[config.mk]
export PLATFORM = sky130hd
export DESIGN_NAME = source_token_scanner_flat
export DESIGN_NICKNAME = d
export VERILOG_FILES = /design/src/rtl/stscan_pkg.sv /design/src/rtl/stscan_byte_if.sv /design/src/rtl/stscan_tok_if.sv /design/src/rtl/stscan_front.sv /design/src/rtl/stscan_queue.sv /design/src/rtl/source_token_scanner.sv /design/src/flat_wrapper.sv
export SDC_FILE = /design/constraint.sdc
export NUM_CORES = 2
export LEC_CHECK = 0
export BUFFER_PORTS_ARGS = -buffer_cell sky130_fd_sc_hd__clkbuf_2
export CAP_MARGIN = 20
export CORE_MARGIN = 3
export CORE_UTILIZATION = 55
export CTS_CLUSTER_SIZE = 20
export DETAILED_ROUTE_END_ITERATION = 12
export HOLD_SLACK_MARGIN = 0.15
export PLACE_DENSITY = 0.83
export SYNTH_ARGS = -nofsm -noshare
export SYNTH_HDL_FRONTEND = slang
export SYNTH_HIERARCHICAL = 1
export SYNTH_SLANG_ARGS = --single-unit
[constraint.sdc]
create_clock -name i_clk -period 24.7 [get_ports i_clk]
set_input_delay 4.94 -clock i_clk [delete_from_list [all_inputs] [get_ports i_clk]]
set_output_delay 4.94 -clock i_clk [all_outputs]
set_load 0.1 [all_outputs]
[src/rtl/stscan_pkg.sv]
package stscan_pkg;

    localparam int PosW  = 32;
    localparam int LineW = 24;
    localparam int ColW  = 16;
    localparam int LenW  = 16;

    // token kinds
    localparam logic [5:0] K_INT    = 6'd0;
    localparam logic [5:0] K_STR    = 6'd1;
    localparam logic [5:0] K_CHR    = 6'd2;
    localparam logic [5:0] K_IDENT  = 6'd3;
    localparam logic [5:0] K_PLUS   = 6'd4;
    localparam logic [5:0] K_MINUS  = 6'd5;
    localparam logic [5:0] K_STAR   = 6'd6;
    localparam logic [5:0] K_DIV    = 6'd7;
    localparam logic [5:0] K_MOD    = 6'd8;
    localparam logic [5:0] K_ASSIGN = 6'd9;
    localparam logic [5:0] K_LT     = 6'd10;
    localparam logic [5:0] K_GT     = 6'd11;
    localparam logic [5:0] K_LE     = 6'd12;
    localparam logic [5:0] K_GE     = 6'd13;
    localparam logic [5:0] K_EQ     = 6'd14;
    localparam logic [5:0] K_NE     = 6'd15;
    localparam logic [5:0] K_ANDAND = 6'd16;
    localparam logic [5:0] K_OROR   = 6'd17;
    localparam logic [5:0] K_NOT    = 6'd18;
    localparam logic [5:0] K_FN     = 6'd19;
    localparam logic [5:0] K_STRUCT = 6'd20;
    localparam logic [5:0] K_IF     = 6'd21;
    localparam logic [5:0] K_ELSE   = 6'd22;
    localparam logic [5:0] K_WHILE  = 6'd23;
    localparam logic [5:0] K_RETURN = 6'd24;
    localparam logic [5:0] K_LET    = 6'd25;
    localparam logic [5:0] K_TRUE   = 6'd26;
    localparam logic [5:0] K_FALSE  = 6'd27;
    localparam logic [5:0] K_LPAREN = 6'd28;
    localparam logic [5:0] K_RPAREN = 6'd29;
    localparam logic [5:0] K_LBRACE = 6'd30;
    localparam logic [5:0] K_RBRACE = 6'd31;
    localparam logic [5:0] K_LBRACK = 6'd32;
    localparam logic [5:0] K_RBRACK = 6'd33;
    localparam logic [5:0] K_COLON  = 6'd34;
    localparam logic [5:0] K_SEMI   = 6'd35;
    localparam logic [5:0] K_COMMA  = 6'd36;
    localparam logic [5:0] K_DOT    = 6'd37;
    localparam logic [5:0] K_END    = 6'd38;

    // error codes
    localparam logic [3:0] E_NONE      = 4'd0;
    localparam logic [3:0] E_INT_SUFX  = 4'd1;
    localparam logic [3:0] E_CHR_UNTRM = 4'd2;
    localparam logic [3:0] E_CHR_MULTI = 4'd3;
    localparam logic [3:0] E_STR_UNTRM = 4'd4;
    localparam logic [3:0] E_STR_EMPTY = 4'd5;
    localparam logic [3:0] E_AMP       = 4'd6;
    localparam logic [3:0] E_BAR       = 4'd7;
    localparam logic [3:0] E_UNSUP     = 4'd8;

    typedef struct packed {
        logic [5:0]       token_kind;
        logic [3:0]       error_code;
        logic [PosW-1:0]  start_pos;
        logic [LenW-1:0]  token_size;
        logic [LineW-1:0] line_no;
        logic [ColW-1:0]  column_no;
        logic [31:0]      int_value;
        logic [7:0]       char_value;
        logic             last_of_run;
    } t_res;

    typedef struct packed {
        logic v0;
        logic v1;
        t_res r0;
        t_res r1;
    } t_push;

    function automatic t_res mk_res(input logic [5:0] kind, input logic [3:0] err,
                                    input logic [PosW-1:0] pos, input logic [LenW-1:0] size,
                                    input logic [LineW-1:0] line, input logic [ColW-1:0] col,
                                    input logic [31:0] ival, input logic [7:0] cval);
        t_res r;
        r.token_kind  = kind;
        r.error_code  = err;
        r.start_pos   = pos;
        r.token_size  = size;
        r.line_no     = line;
        r.column_no   = col;
        r.int_value   = ival;
        r.char_value  = cval;
        r.last_of_run = 1'b0;
        return r;
    endfunction

    // keyword lookup on the letter prefix, 0 when none
    function automatic logic [5:0] kw_kind(input logic [LenW-1:0] len, input logic [47:0] pref);
        logic [5:0] k;
        k = K_INT;
        if (len == 16'd2 && pref == 48'h666E)         k = K_FN;
        if (len == 16'd6 && pref == 48'h737472756374) k = K_STRUCT;
        if (len == 16'd2 && pref == 48'h6966)         k = K_IF;
        if (len == 16'd4 && pref == 48'h656C7365)     k = K_ELSE;
        if (len == 16'd5 && pref == 48'h7768696C65)   k = K_WHILE;
        if (len == 16'd6 && pref == 48'h72657475726E) k = K_RETURN;
        if (len == 16'd3 && pref == 48'h6C6574)       k = K_LET;
        if (len == 16'd4 && pref == 48'h74727565)     k = K_TRUE;
        if (len == 16'd5 && pref == 48'h66616C7365)   k = K_FALSE;
        return k;
    endfunction

    function automatic logic [5:0] single_kind(input logic [7:0] b);
        logic [5:0] k;
        case (b)
            8'h2B:   k = K_PLUS;
            8'h2D:   k = K_MINUS;
            8'h2A:   k = K_STAR;
            8'h25:   k = K_MOD;
            8'h28:   k = K_LPAREN;
            8'h29:   k = K_RPAREN;
            8'h7B:   k = K_LBRACE;
            8'h7D:   k = K_RBRACE;
            8'h5B:   k = K_LBRACK;
            8'h5D:   k = K_RBRACK;
            8'h3A:   k = K_COLON;
            8'h3B:   k = K_SEMI;
            8'h2C:   k = K_COMMA;
            8'h2E:   k = K_DOT;
            default: k = K_INT;
        endcase
        return k;
    endfunction

endpackage

[src/rtl/stscan_byte_if.sv]
interface stscan_byte_if;
    logic       valid;
    logic       ready;
    logic [7:0] source_byte;

    modport source (output valid, output source_byte, input ready);
    modport sink (input valid, input source_byte, output ready);
endinterface

[src/rtl/stscan_tok_if.sv]
interface stscan_tok_if;
    logic        valid;
    logic        ready;
    logic [5:0]  token_kind;
    logic [3:0]  error_code;
    logic [31:0] start_pos;
    logic [15:0] token_size;
    logic [23:0] line_no;
    logic [15:0] column_no;
    logic [31:0] int_value;
    logic [7:0]  char_value;
    logic        last_of_run;

    modport source (output valid, output token_kind, output error_code, output start_pos,
                    output token_size, output line_no, output column_no, output int_value,
                    output char_value, output last_of_run, input ready);
    modport sink (input valid, input token_kind, input error_code, input start_pos,
                  input token_size, input line_no, input column_no, input int_value,
                  input char_value, input last_of_run, output ready);
endinterface

[src/rtl/stscan_front.sv]
module stscan_front (
    input  logic               i_clk,
    input  logic               i_rst_n,
    input  logic               i_accept,
    input  logic [7:0]         i_byte,
    output stscan_pkg::t_push  o_push
);
    import stscan_pkg::*;

    typedef enum logic [3:0] {
        S_IDLE, S_INT, S_WORD, S_STR, S_CHR, S_SLASH, S_LINE, S_BLOCK, S_HASH,
        S_EQ, S_LT, S_GT, S_BANG, S_AMP, S_BAR
    } t_mode;

    t_mode            r_mode, n_mode;
    logic [PosW-1:0]  r_pos, n_pos, r_tstart, n_tstart;
    logic [LineW-1:0] r_line, n_line;
    logic [ColW-1:0]  r_col, n_col, r_tcol, n_tcol;
    logic [LenW-1:0]  r_tlen, n_tlen;
    logic [31:0]      r_acc, n_acc;
    logic [47:0]      r_pref, n_pref;
    logic             r_still, n_still, r_halt, n_halt;
    logic [7:0]       r_lchar, n_lchar;

    logic       is_dig, is_let, is_idn, is_vis, is_spc, do_idle, kdone;
    logic       v0, v1;
    t_res       e0, e1;
    logic [5:0] k;
    logic [16:0] slen;

    assign is_dig = i_byte >= "0" && i_byte <= "9";
    assign is_let = (i_byte >= "a" && i_byte <= "z") || (i_byte >= "A" && i_byte <= "Z");
    assign is_idn = is_let || i_byte == "_";
    assign is_vis = i_byte >= 8'd33 && i_byte <= 8'd126;
    assign is_spc = i_byte == 8'h0A || i_byte == 8'h0D || i_byte == 8'h09 || i_byte == " ";

    always_comb begin
        n_mode = r_mode; n_pos = r_pos; n_line = r_line; n_col = r_col;
        n_tstart = r_tstart; n_tcol = r_tcol; n_tlen = r_tlen; n_acc = r_acc;
        n_pref = r_pref; n_still = r_still; n_halt = r_halt; n_lchar = r_lchar;
        v0 = 1'b0; v1 = 1'b0; e0 = '0; e1 = '0;
        do_idle = 1'b0; kdone = 1'b0; k = K_INT;
        slen = {1'b0, r_tlen} + 17'd1;

        if (r_halt) begin
            if (i_byte == 8'd0) begin
                n_mode = S_IDLE; n_pos = '0; n_line = '0; n_col = '0; n_halt = 1'b0;
            end
        end else begin
            // mode part: closes or extends the token in progress
            unique case (r_mode)
                S_INT: begin
                    if (is_dig) begin
                        n_acc = (r_acc << 3) + (r_acc << 1) + {24'd0, i_byte - 8'h30};
                        if (r_tlen != '1) n_tlen = r_tlen + 16'd1;
                        n_col = r_col + 16'd1;
                    end else if (is_idn) begin
                        v0 = 1'b1;
                        e0 = mk_res(K_INT, E_INT_SUFX, r_pos, '0, r_line, r_tcol, '0, '0);
                        n_halt = 1'b1; n_mode = S_IDLE;
                    end else begin
                        v0 = 1'b1;
                        e0 = mk_res(K_INT, E_NONE, r_tstart, r_tlen, r_line, r_tcol, r_acc, '0);
                        do_idle = 1'b1;
                    end
                end
                S_WORD: begin
                    if (r_still && is_let) begin
                        n_pref = {r_pref[39:0], i_byte};
                        if (r_tlen != '1) n_tlen = r_tlen + 16'd1;
                        n_col = r_col + 16'd1;
                    end else begin
                        if (r_still) begin
                            n_still = 1'b0;
                            k = kw_kind(r_tlen, r_pref);
                            if (k != K_INT) begin
                                v0 = 1'b1;
                                e0 = mk_res(k, E_NONE, r_tstart, r_tlen, r_line, r_tcol,
                                            '0, '0);
                                do_idle = 1'b1; kdone = 1'b1;
                            end
                        end
                        if (!kdone) begin
                            if (is_idn || is_dig) begin
                                if (r_tlen != '1) n_tlen = r_tlen + 16'd1;
                                n_col = r_col + 16'd1;
                            end else begin
                                v0 = 1'b1;
                                e0 = mk_res(K_IDENT, E_NONE, r_tstart, r_tlen, r_line,
                                            r_tcol, '0, '0);
                                do_idle = 1'b1;
                            end
                        end
                    end
                end
                S_STR: begin
                    if (i_byte == 8'h22) begin
                        v0 = 1'b1;
                        n_mode = S_IDLE;
                        if (r_tlen == 16'd1) begin
                            n_col = r_col + 16'd1;
                            e0 = mk_res(K_INT, E_STR_EMPTY, r_tstart + 32'd1, '0, r_line,
                                        r_tcol, '0, '0);
                            n_halt = 1'b1;
                        end else begin
                            n_col = r_col + 16'd3;
                            e0 = mk_res(K_STR, E_NONE, r_tstart,
                                        slen[16] ? 16'hFFFF : slen[15:0], r_line, r_tcol,
                                        '0, '0);
                        end
                    end else if (is_vis || is_spc) begin
                        if (r_tlen != '1) n_tlen = r_tlen + 16'd1;
                        n_col = r_col + 16'd1;
                    end else begin
                        v0 = 1'b1;
                        e0 = mk_res(K_INT, E_STR_UNTRM, r_tstart, '0, r_line, r_tcol, '0, '0);
                        n_halt = 1'b1; n_mode = S_IDLE;
                    end
                end
                S_CHR: begin
                    if (i_byte == 8'h27) begin
                        v0 = 1'b1;
                        n_col = r_col + 16'd1;
                        e0 = mk_res(K_CHR, E_NONE, r_tstart, r_tlen + 16'd1, r_line, r_tcol,
                                    '0, r_tlen == 16'd1 ? 8'h27 : r_lchar);
                        n_mode = S_IDLE;
                    end else if (is_vis) begin
                        n_col = r_col + 16'd1;
                        if (r_tlen != '1) n_tlen = r_tlen + 16'd1;
                        if (n_tlen == 16'd2) n_lchar = i_byte;
                        if (n_tlen > 16'd2) begin
                            v0 = 1'b1;
                            e0 = mk_res(K_INT, E_CHR_MULTI, r_tstart, '0, r_line, r_tcol,
                                        '0, '0);
                            n_halt = 1'b1; n_mode = S_IDLE;
                        end
                    end else begin
                        v0 = 1'b1;
                        e0 = mk_res(K_INT, E_CHR_UNTRM, r_tstart, '0, r_line, r_tcol, '0, '0);
                        n_halt = 1'b1; n_mode = S_IDLE;
                    end
                end
                S_SLASH: begin
                    if (i_byte == "/") begin
                        n_mode = S_LINE;
                    end else if (i_byte == "#") begin
                        n_col = r_col + 16'd1; n_mode = S_BLOCK;
                    end else begin
                        v0 = 1'b1;
                        e0 = mk_res(K_DIV, E_NONE, r_tstart + 32'd1, 16'd1, r_line, r_tcol,
                                    '0, '0);
                        n_col = r_col + 16'd1;
                        do_idle = 1'b1;
                    end
                end
                S_LINE: begin
                    if (i_byte == 8'h0A || i_byte == 8'd0) do_idle = 1'b1;
                end
                S_BLOCK: begin
                    if (i_byte == 8'd0) begin
                        do_idle = 1'b1;
                    end else if (i_byte == 8'h0A) begin
                        n_line = r_line + 24'd1; n_col = 16'd1;
                    end else begin
                        n_col = r_col + 16'd1;
                        if (i_byte == "#") n_mode = S_HASH;
                    end
                end
                S_HASH: begin
                    if (i_byte == 8'd0) begin
                        do_idle = 1'b1;
                    end else begin
                        n_col = r_col + 16'd1;
                        n_mode = i_byte == "/" ? S_IDLE : S_BLOCK;
                    end
                end
                S_EQ, S_LT, S_GT, S_BANG: begin
                    v0 = 1'b1;
                    if (i_byte == "=") begin
                        k = r_mode == S_EQ ? K_EQ : r_mode == S_LT ? K_LE :
                            r_mode == S_GT ? K_GE : K_NE;
                        n_col = r_col + 16'd1;
                        e0 = mk_res(k, E_NONE, r_tstart, 16'd2, r_line, r_tcol, '0, '0);
                        n_mode = S_IDLE;
                    end else begin
                        k = r_mode == S_EQ ? K_ASSIGN : r_mode == S_LT ? K_LT :
                            r_mode == S_GT ? K_GT : K_NOT;
                        e0 = mk_res(k, E_NONE, r_tstart, 16'd1, r_line, r_tcol, '0, '0);
                        do_idle = 1'b1;
                    end
                end
                S_AMP, S_BAR: begin
                    v0 = 1'b1;
                    if (i_byte == (r_mode == S_AMP ? 8'h26 : 8'h7C)) begin
                        n_col = r_col + 16'd1;
                        e0 = mk_res(r_mode == S_AMP ? K_ANDAND : K_OROR, E_NONE, r_tstart,
                                    16'd2, r_line, r_tcol, '0, '0);
                    end else begin
                        e0 = mk_res(K_INT, r_mode == S_AMP ? E_AMP : E_BAR, r_tstart, '0,
                                    r_line, r_tcol, '0, '0);
                        n_halt = 1'b1;
                    end
                    n_mode = S_IDLE;
                end
                default: do_idle = 1'b1;
            endcase

            // between-token part: starts a new token from this byte
            if (do_idle) begin
                k = single_kind(i_byte);
                n_mode = S_IDLE;
                if (is_dig || is_idn || i_byte == 8'h22 || i_byte == 8'h27 || i_byte == "/"
                    || i_byte == "=" || i_byte == "<" || i_byte == ">" || i_byte == "!"
                    || i_byte == "&" || i_byte == "|") begin
                    n_tstart = r_pos; n_tcol = n_col; n_tlen = 16'd1;
                end
                if (is_dig) begin
                    n_mode = S_INT; n_acc = {24'd0, i_byte - 8'h30}; n_col = n_col + 16'd1;
                end else if (is_idn) begin
                    n_mode = S_WORD; n_still = is_let;
                    n_pref = is_let ? {40'd0, i_byte} : '0;
                    n_col = n_col + 16'd1;
                end else if (i_byte == 8'h22) begin
                    n_mode = S_STR; n_col = n_col + 16'd1;
                end else if (i_byte == 8'h27) begin
                    n_mode = S_CHR; n_lchar = '0; n_col = n_col + 16'd1;
                end else if (k != K_INT) begin
                    v1 = 1'b1;
                    e1 = mk_res(k, E_NONE, r_pos, 16'd1, n_line, n_col, '0, '0);
                    n_col = n_col + 16'd1;
                end else if (i_byte == "/") begin
                    n_mode = S_SLASH;
                end else if (i_byte == "=" || i_byte == "<" || i_byte == ">" || i_byte == "!"
                             || i_byte == "&" || i_byte == "|") begin
                    n_mode = i_byte == "=" ? S_EQ : i_byte == "<" ? S_LT :
                             i_byte == ">" ? S_GT : i_byte == "!" ? S_BANG :
                             i_byte == "&" ? S_AMP : S_BAR;
                    n_col = n_col + 16'd1;
                end else if (i_byte == 8'd0) begin
                    v1 = 1'b1;
                    e1 = mk_res(K_END, E_NONE, r_pos, 16'd1, n_line, n_col, '0, '0);
                    n_col = n_col + 16'd1;
                end else if (i_byte == 8'h0A) begin
                    n_line = n_line + 24'd1; n_col = '0;
                end else if (i_byte == " ") begin
                    n_col = n_col + 16'd1;
                end else begin
                    n_tcol = n_col;
                    v1 = 1'b1;
                    e1 = mk_res(K_INT, E_UNSUP, r_pos, '0, n_line, n_col, '0, '0);
                    n_halt = 1'b1;
                end
            end

            if (i_byte == 8'd0) begin
                n_mode = S_IDLE; n_pos = '0; n_line = '0; n_col = '0; n_halt = 1'b0;
            end else begin
                n_pos = r_pos + 32'd1;
            end
        end

        e0.last_of_run = v0 && !v1;
        e1.last_of_run = v1;
    end

    assign o_push.v0 = i_accept && v0;
    assign o_push.v1 = i_accept && v1;
    assign o_push.r0 = e0;
    assign o_push.r1 = e1;

    always_ff @(posedge i_clk) begin
        if (!i_rst_n) begin
            r_mode <= S_IDLE; r_pos <= '0; r_line <= '0; r_col <= '0;
            r_tstart <= '0; r_tcol <= '0; r_tlen <= '0; r_acc <= '0;
            r_pref <= '0; r_still <= 1'b0; r_lchar <= '0; r_halt <= 1'b0;
        end else if (i_accept) begin
            r_mode <= n_mode; r_pos <= n_pos; r_line <= n_line; r_col <= n_col;
            r_tstart <= n_tstart; r_tcol <= n_tcol; r_tlen <= n_tlen; r_acc <= n_acc;
            r_pref <= n_pref; r_still <= n_still; r_lchar <= n_lchar; r_halt <= n_halt;
        end
    end
endmodule

[src/rtl/stscan_queue.sv]
module stscan_queue (
    input  logic              i_clk,
    input  logic              i_rst_n,
    input  stscan_pkg::t_push i_push,
    output logic              o_room,
    output logic              o_valid,
    input  logic              i_ready,
    output stscan_pkg::t_res  o_res
);
    import stscan_pkg::*;

    t_res       r_q [4];
    logic [1:0] r_wp, r_rp;
    logic [2:0] r_cnt;
    logic       pop;
    t_res       first;
    logic [2:0] npush;

    assign first   = i_push.v0 ? i_push.r0 : i_push.r1;
    assign npush   = {2'd0, i_push.v0} + {2'd0, i_push.v1};
    assign o_valid = r_cnt != 3'd0;
    assign o_res   = r_q[r_rp];
    assign pop     = o_valid && i_ready;
    // two free slots so that a byte giving two transfers never stalls mid-way
    assign o_room  = r_cnt <= 3'd2;

    always_ff @(posedge i_clk) begin
        if (npush != 3'd0) r_q[r_wp] <= first;
        if (npush == 3'd2) r_q[r_wp + 2'd1] <= i_push.r1;
    end

    always_ff @(posedge i_clk) begin
        if (!i_rst_n) begin
            r_wp <= '0; r_rp <= '0; r_cnt <= '0;
        end else begin
            r_wp  <= r_wp + npush[1:0];
            r_rp  <= r_rp + {1'b0, pop};
            r_cnt <= r_cnt + npush - {2'd0, pop};
        end
    end
endmodule

[src/rtl/source_token_scanner.sv]
// source token scanner: takes one source byte per cycle on i_src and gives tokens
// and error reports on o_tok, up to two transfers per byte (last_of_run marks the
// final one). the front scanner holds the token state machine and classifies each
// byte combinationally; its results go into a four-entry queue that feeds o_tok.
// i_src.ready drops only while the queue has fewer than two free slots, so the
// sustained rate is one byte per cycle whenever o_tok takes one transfer per cycle;
// a run of bytes that each give two results is limited by the single output port.
// after an error report the scanner drops input until byte 0, which restarts
// position, line and column at zero
module source_token_scanner (
    input  logic          i_clk,
    input  logic          i_rst_n,
    stscan_byte_if.sink   i_src,
    stscan_tok_if.source  o_tok
);
    import stscan_pkg::*;

    t_push push;
    t_res  res;
    logic  room;
    logic  accept;

    // a byte transfer completes when the queue has room for both possible results
    assign i_src.ready = room;
    assign accept      = i_src.valid && room;

    stscan_front u_front (
        .i_clk    (i_clk),
        .i_rst_n  (i_rst_n),
        .i_accept (accept),
        .i_byte   (i_src.source_byte),
        .o_push   (push)
    );

    // back end: queue decouples the scanner from output stalls
    stscan_queue u_queue (
        .i_clk   (i_clk),
        .i_rst_n (i_rst_n),
        .i_push  (push),
        .o_room  (room),
        .o_valid (o_tok.valid),
        .i_ready (o_tok.ready),
        .o_res   (res)
    );

    assign o_tok.token_kind  = res.token_kind;
    assign o_tok.error_code  = res.error_code;
    assign o_tok.start_pos   = res.start_pos;
    assign o_tok.token_size  = res.token_size;
    assign o_tok.line_no     = res.line_no;
    assign o_tok.column_no   = res.column_no;
    assign o_tok.int_value   = res.int_value;
    assign o_tok.char_value  = res.char_value;
    assign o_tok.last_of_run = res.last_of_run;
endmodule

[src/flat_wrapper.sv]
// flat-port wrapper written by rule: the top's interface ports become plain ports
module source_token_scanner_flat import stscan_pkg::*;
  (i_clk, i_rst_n, i_src_valid, i_src_source_byte, i_src_ready, o_tok_valid, o_tok_token_kind, o_tok_error_code, o_tok_start_pos, o_tok_token_size, o_tok_line_no, o_tok_column_no, o_tok_int_value, o_tok_char_value, o_tok_last_of_run, o_tok_ready);
  stscan_byte_if i_src_i ();
  stscan_tok_if o_tok_i ();
  input  logic i_clk;
  input  logic i_rst_n;
  input wire logic [$bits(i_src_i.valid)-1:0] i_src_valid;
  input wire logic [$bits(i_src_i.source_byte)-1:0] i_src_source_byte;
  output wire logic [$bits(i_src_i.ready)-1:0] i_src_ready;
  output wire logic [$bits(o_tok_i.valid)-1:0] o_tok_valid;
  output wire logic [$bits(o_tok_i.token_kind)-1:0] o_tok_token_kind;
  output wire logic [$bits(o_tok_i.error_code)-1:0] o_tok_error_code;
  output wire logic [$bits(o_tok_i.start_pos)-1:0] o_tok_start_pos;
  output wire logic [$bits(o_tok_i.token_size)-1:0] o_tok_token_size;
  output wire logic [$bits(o_tok_i.line_no)-1:0] o_tok_line_no;
  output wire logic [$bits(o_tok_i.column_no)-1:0] o_tok_column_no;
  output wire logic [$bits(o_tok_i.int_value)-1:0] o_tok_int_value;
  output wire logic [$bits(o_tok_i.char_value)-1:0] o_tok_char_value;
  output wire logic [$bits(o_tok_i.last_of_run)-1:0] o_tok_last_of_run;
  input wire logic [$bits(o_tok_i.ready)-1:0] o_tok_ready;
  assign i_src_i.valid = i_src_valid;
  assign i_src_i.source_byte = i_src_source_byte;
  assign i_src_ready = i_src_i.ready;
  assign o_tok_valid = o_tok_i.valid;
  assign o_tok_token_kind = o_tok_i.token_kind;
  assign o_tok_error_code = o_tok_i.error_code;
  assign o_tok_start_pos = o_tok_i.start_pos;
  assign o_tok_token_size = o_tok_i.token_size;
  assign o_tok_line_no = o_tok_i.line_no;
  assign o_tok_column_no = o_tok_i.column_no;
  assign o_tok_int_value = o_tok_i.int_value;
  assign o_tok_char_value = o_tok_i.char_value;
  assign o_tok_last_of_run = o_tok_i.last_of_run;
  assign o_tok_i.ready = o_tok_ready;
  source_token_scanner u_core (.i_clk(i_clk), .i_rst_n(i_rst_n), .i_src(i_src_i), .o_tok(o_tok_i));
endmodule
==> results.toml <==
[global_route]
antenna_found_initial = 3
busiest_layer = "met2"
overflow = 0
grt_max_degree = 141
met2_usage_pct = 47.22
use_met3_pct = 5.260
grt_pass1_vias = 35730
grt_pass1_wl_um = 207100
use_met1_pct = 38.30
grt_usage_pct = 29.19

[critical_path]
worstSetupPathType = "in2reg"
rrSetupSlack_ns = 15.71
critPathTopFamily = "simple AND/OR/NAND/NOR gates"
worstPathArrival_ns = 12.93
slowest_stage = "and3b_4"
worst-path-max-fanout = 50
r2r-end = "u_core/u_queue/r_q[3][124]"
cp-end-kind = "flop"
startpoint_type = "primary input"
r2r-start = "u_core/u_front/r_tlen[0]"
path_cells = "clkbuf_2, or4_4, a21boi_0, o2111a_1, or4_4, and3_1, o32ai_1, nand2_1, nand2_1, or3_1, a21o_1, inv_1, and2_1, ha_1, nor2_1, and3b_4, buf_4, buf_4"
max_stage_delay_ns = 0.91
cp.depth = 18
r2r_cells = 19
worstPathRequired_ns = 24.97
cp_num_buf_inv = 4

[synth]
synthDistinctLibCells = 114
synthCells = 4227
synth.avg_cell_area_um2 = 11.14
ys_ff_latch = 793
syn_area_um2 = 47090
synth_top_area_share_pct = 35.46
synth_area_leaders = "edfxtp_1, mux2_2, dfxtp_1"
yosys_warnings = 6
async_reset_ff_share_pct = 0
synth-edff-count = 556
synth_top_area_cell = "edfxtp_1"
synth_top_flop_cell = "edfxtp_1"
yosysSeqAreaShare_pct = 45.53

[clock_network]
cts_tree = "built"
cts_root_buf = "clkbuf_16"
h-tree-depth = 3
holdBufCountCts = 0
numCtsBuffers = 82
cts-resized-gates = 0
insertion_delay_ns = 0.65
cts.clk_slew.worst_paths_ns = 0.06
clock_path_buffers = 3
cts_setup_buffers = 0
cts_num_sinks = 793

[sta]
finalMaxSlewViolations = 0
hold_violations = 0
setup_tns_ns = 0
slew_headroom_pct = 20.75
finalSetupViolCount = 0
finalClockSkew_ns = 0.02995
max_freq_mhz = 78.99
tightest_slew_ns = 1.186
rsz0062_at_grt = "no"
fin_crit_sh_pct = 51.25
final.min_clock_period_ns = 12.66

[finish]
final_layout_size_suffix_gt1_share_pct = 24.03
area_growth_pct = 8.434
fillerInstances = 6449
nets = 4334

[die]
core_area_um2 = 84220
die_area_um2 = 89160
die_h_um = 298.6
num_rows = 106
ios = 153
start_util_pct = 55.91
die_w_um = 298.6

[placed_design]
place_congestion = 0.9915
dp_hpwl_um = 85130
io_buffers = 152

[pwr]
power.internal_mw = 2.588
power_mw = 4.399
powerDensity_nw_per_um2 = 86.16
p_comb_share_pct = 34.8
swShare_pct = 41.17
leakage_nw = 17.93
ir_drop_uv = 77.51
pwr-share-seq_pct = 36.4
clkPwrFrac_pct = 28.8
switching_power_mw = 1.811

[worst_hold_path]
hold_class = "reg2reg"
whs_endpoint = "u_core/u_front/r_acc[31]"
holdCritStartpoint = "u_core/u_front/r_acc[31]"
min_path_cells = 2

[drt]
drt_iter0_drc = 4257
wl_per_cell_um = 24.51
drtPass1Iterations = 8
vias_per_cell = 6.663
wirelength_um = 133400
vias = 36260
drc = 0
ant_nets = 0

[run]
maxCapViolations = 0

[run_status]
status = "finished clean"
==> power by group through the flow <==
stage               clock [mW]  combinational, mW  sequential (mW)
CTS                       1.28               1.53             1.60
finish                    1.27               1.53             1.60
global placement             0               1.52             1.62
global route              1.33               1.58             1.61
detailed placement           0               1.53             1.63
floorplan                    0               1.27             1.64
==> state kept, by name, summed over array words and instances, names as in the netlist, 3 cells and up <==
signal / flops
u_core/u_front/r_pref: 48
u_core/u_queue/r_cnt: 3
u_core/u_front/r_tlen: 16
u_core/u_front/r_line: 24
u_core/u_front/r_pos: 32
u_core/u_front/r_col: 16
u_core/u_front/r_tstart: 32
u_core/u_front/r_mode: 4
u_core/u_front/r_acc: 32
u_core/u_front/r_tcol: 16
u_core/u_queue/r_q: 556
u_core/u_front/r_lchar: 8
==> kinds of logic after synthesis <==
family                   share of synthesized area [%]
multiplexers                                     20.30
AO/OA/AOI/OAI                                    11.47
XOR/XNOR                                         1.711
adder cells (fa/ha/maj)                          2.344
buffers and inverters                            4.695
AND/OR/NAND/NOR                                  13.94
flip-flops                                       45.53
other                                         0.007964
==> per-layer routing <==
layer | up-vias | wire [um]
met5 | - | 33
met4 | 4 | 6304
met3 | 408 | 12570
met2 | 2067 | 62290
met1 | 17760 | 52170
li1 | 16020 | -
==> worst min-delay path, delay by kind of cell (launching register included) <==
| kind | cells | cell delay, ns |
|---|---|---|
| AND/OR/NAND/NOR | 1 | 0.04 |
| flip-flops | 1 | 0.32 |
| AO/OA/AOI/OAI | 1 | 0.06 |
==> layout make-up <==
cell class	count	area [um2]	share of cell area (%)
Multi-Input combinational cell	3053	23790	46.59
Sequential cell	793	21450	42.01
Clock buffer	112	2297	4.499
Tap cell	1134	1419	2.779
Timing Repair Buffer	231	1386	2.715
Clock inverter	41	424.2	0.8307
Inverter	77	294.0	0.5759
Antenna cell	1	2.502	0.004901
==> worst max-delay path by stage <==
stage,from,endpoint
4_1_cts,i_src_source_byte[1],u_core/u_queue/r_q[3][130]
5_1_grt,i_src_source_byte[1],u_core/u_queue/r_q[3][130]
6_report,i_src_source_byte[1],u_core/u_queue/r_q[3][124]
2_1_floorplan,i_src_source_byte[4],u_core/u_queue/r_q[0][0]
3_5_place_dp,i_src_source_byte[1],u_core/u_queue/r_q[3][123]
3_3_place_gp,i_src_source_byte[1],u_core/u_queue/r_q[3][122]
==> cells in the mapped netlist, types with 13 or more instances <==
master and n:
nor2_1 388, mux4_2 139, xor2_1 36, ha_1 77, buf_2 44, nand2_1 246, inv_1 74, a31oi_1 55
nor2b_1 28, and2_1 125, nand3_1 129, nand4_1 43, o21a_1 16, o31ai_1 13, or3_1 30, and4_1 14
mux2_2 450, a211oi_1 37, nand2b_1 18, nand4b_1 18, or4_1 13, clkbuf_1 181, a311oi_1 19, dfxtp_1 237
and3_1 48, buf_1 17, mux2_1 111, a22oi_1 101, a21o_1 16, xnor2_1 56, nor4_1 31, buf_6 14
buf_4 106, edfxtp_1 556, a21oi_1 220, o21ai_0 161, nor3_1 76, o22ai_1 16
==> placed cells by master, fill, tap and decap left out, types with 16 or more instances in the layout <==
| master | instances |
|---|---|
| a311oi_1 | 19 |
| dfxtp_1 | 235 |
| a211oi_1 | 36 |
| nor2b_1 | 27 |
| o21a_1 | 16 |
| clkbuf_1 | 19 |
| and3_1 | 48 |
| a31oi_1 | 53 |
| clkbuf_16 | 84 |
| a21oi_1 | 219 |
| nand4_1 | 43 |
| nor4_1 | 31 |
| mux2_2 | 450 |
| nand2_1 | 244 |
| buf_4 | 77 |
| o21ai_0 | 157 |
| a22oi_1 | 101 |
| mux2_1 | 111 |
| o22ai_1 | 16 |
| inv_1 | 74 |
| ha_1 | 77 |
| or3_1 | 30 |
| nand4b_1 | 18 |
| mux4_2 | 139 |
| nand2b_1 | 18 |
| and2_1 | 125 |
| edfxtp_1 | 556 |
| nor3_1 | 76 |
| clkbuf_2 | 152 |
| nand3_1 | 129 |
| xnor2_1 | 56 |
| xor2_1 | 36 |
| a21o_1 | 16 |
| conb_1 | 60 |
| nor2_1 | 384 |
==> through the flow <==
step,hold slack [ns],cells,utilization (%),setup slack [ns],cell area [um2]
3_3_place_gp,0.4323,5287,57.36,11.82,48310
6_report,0.4656,5442,60.63,12.04,51060
4_1_cts,0.4735,5441,60.62,12.23,51060
3_5_place_dp,0.4595,5288,57.39,11.60,48330
5_1_grt,0.4931,5442,60.63,11.53,51060
2_1_floorplan,0.4167,4286,-,5.429,47310
Note: power is estimated with default switching activity, not from simulation.
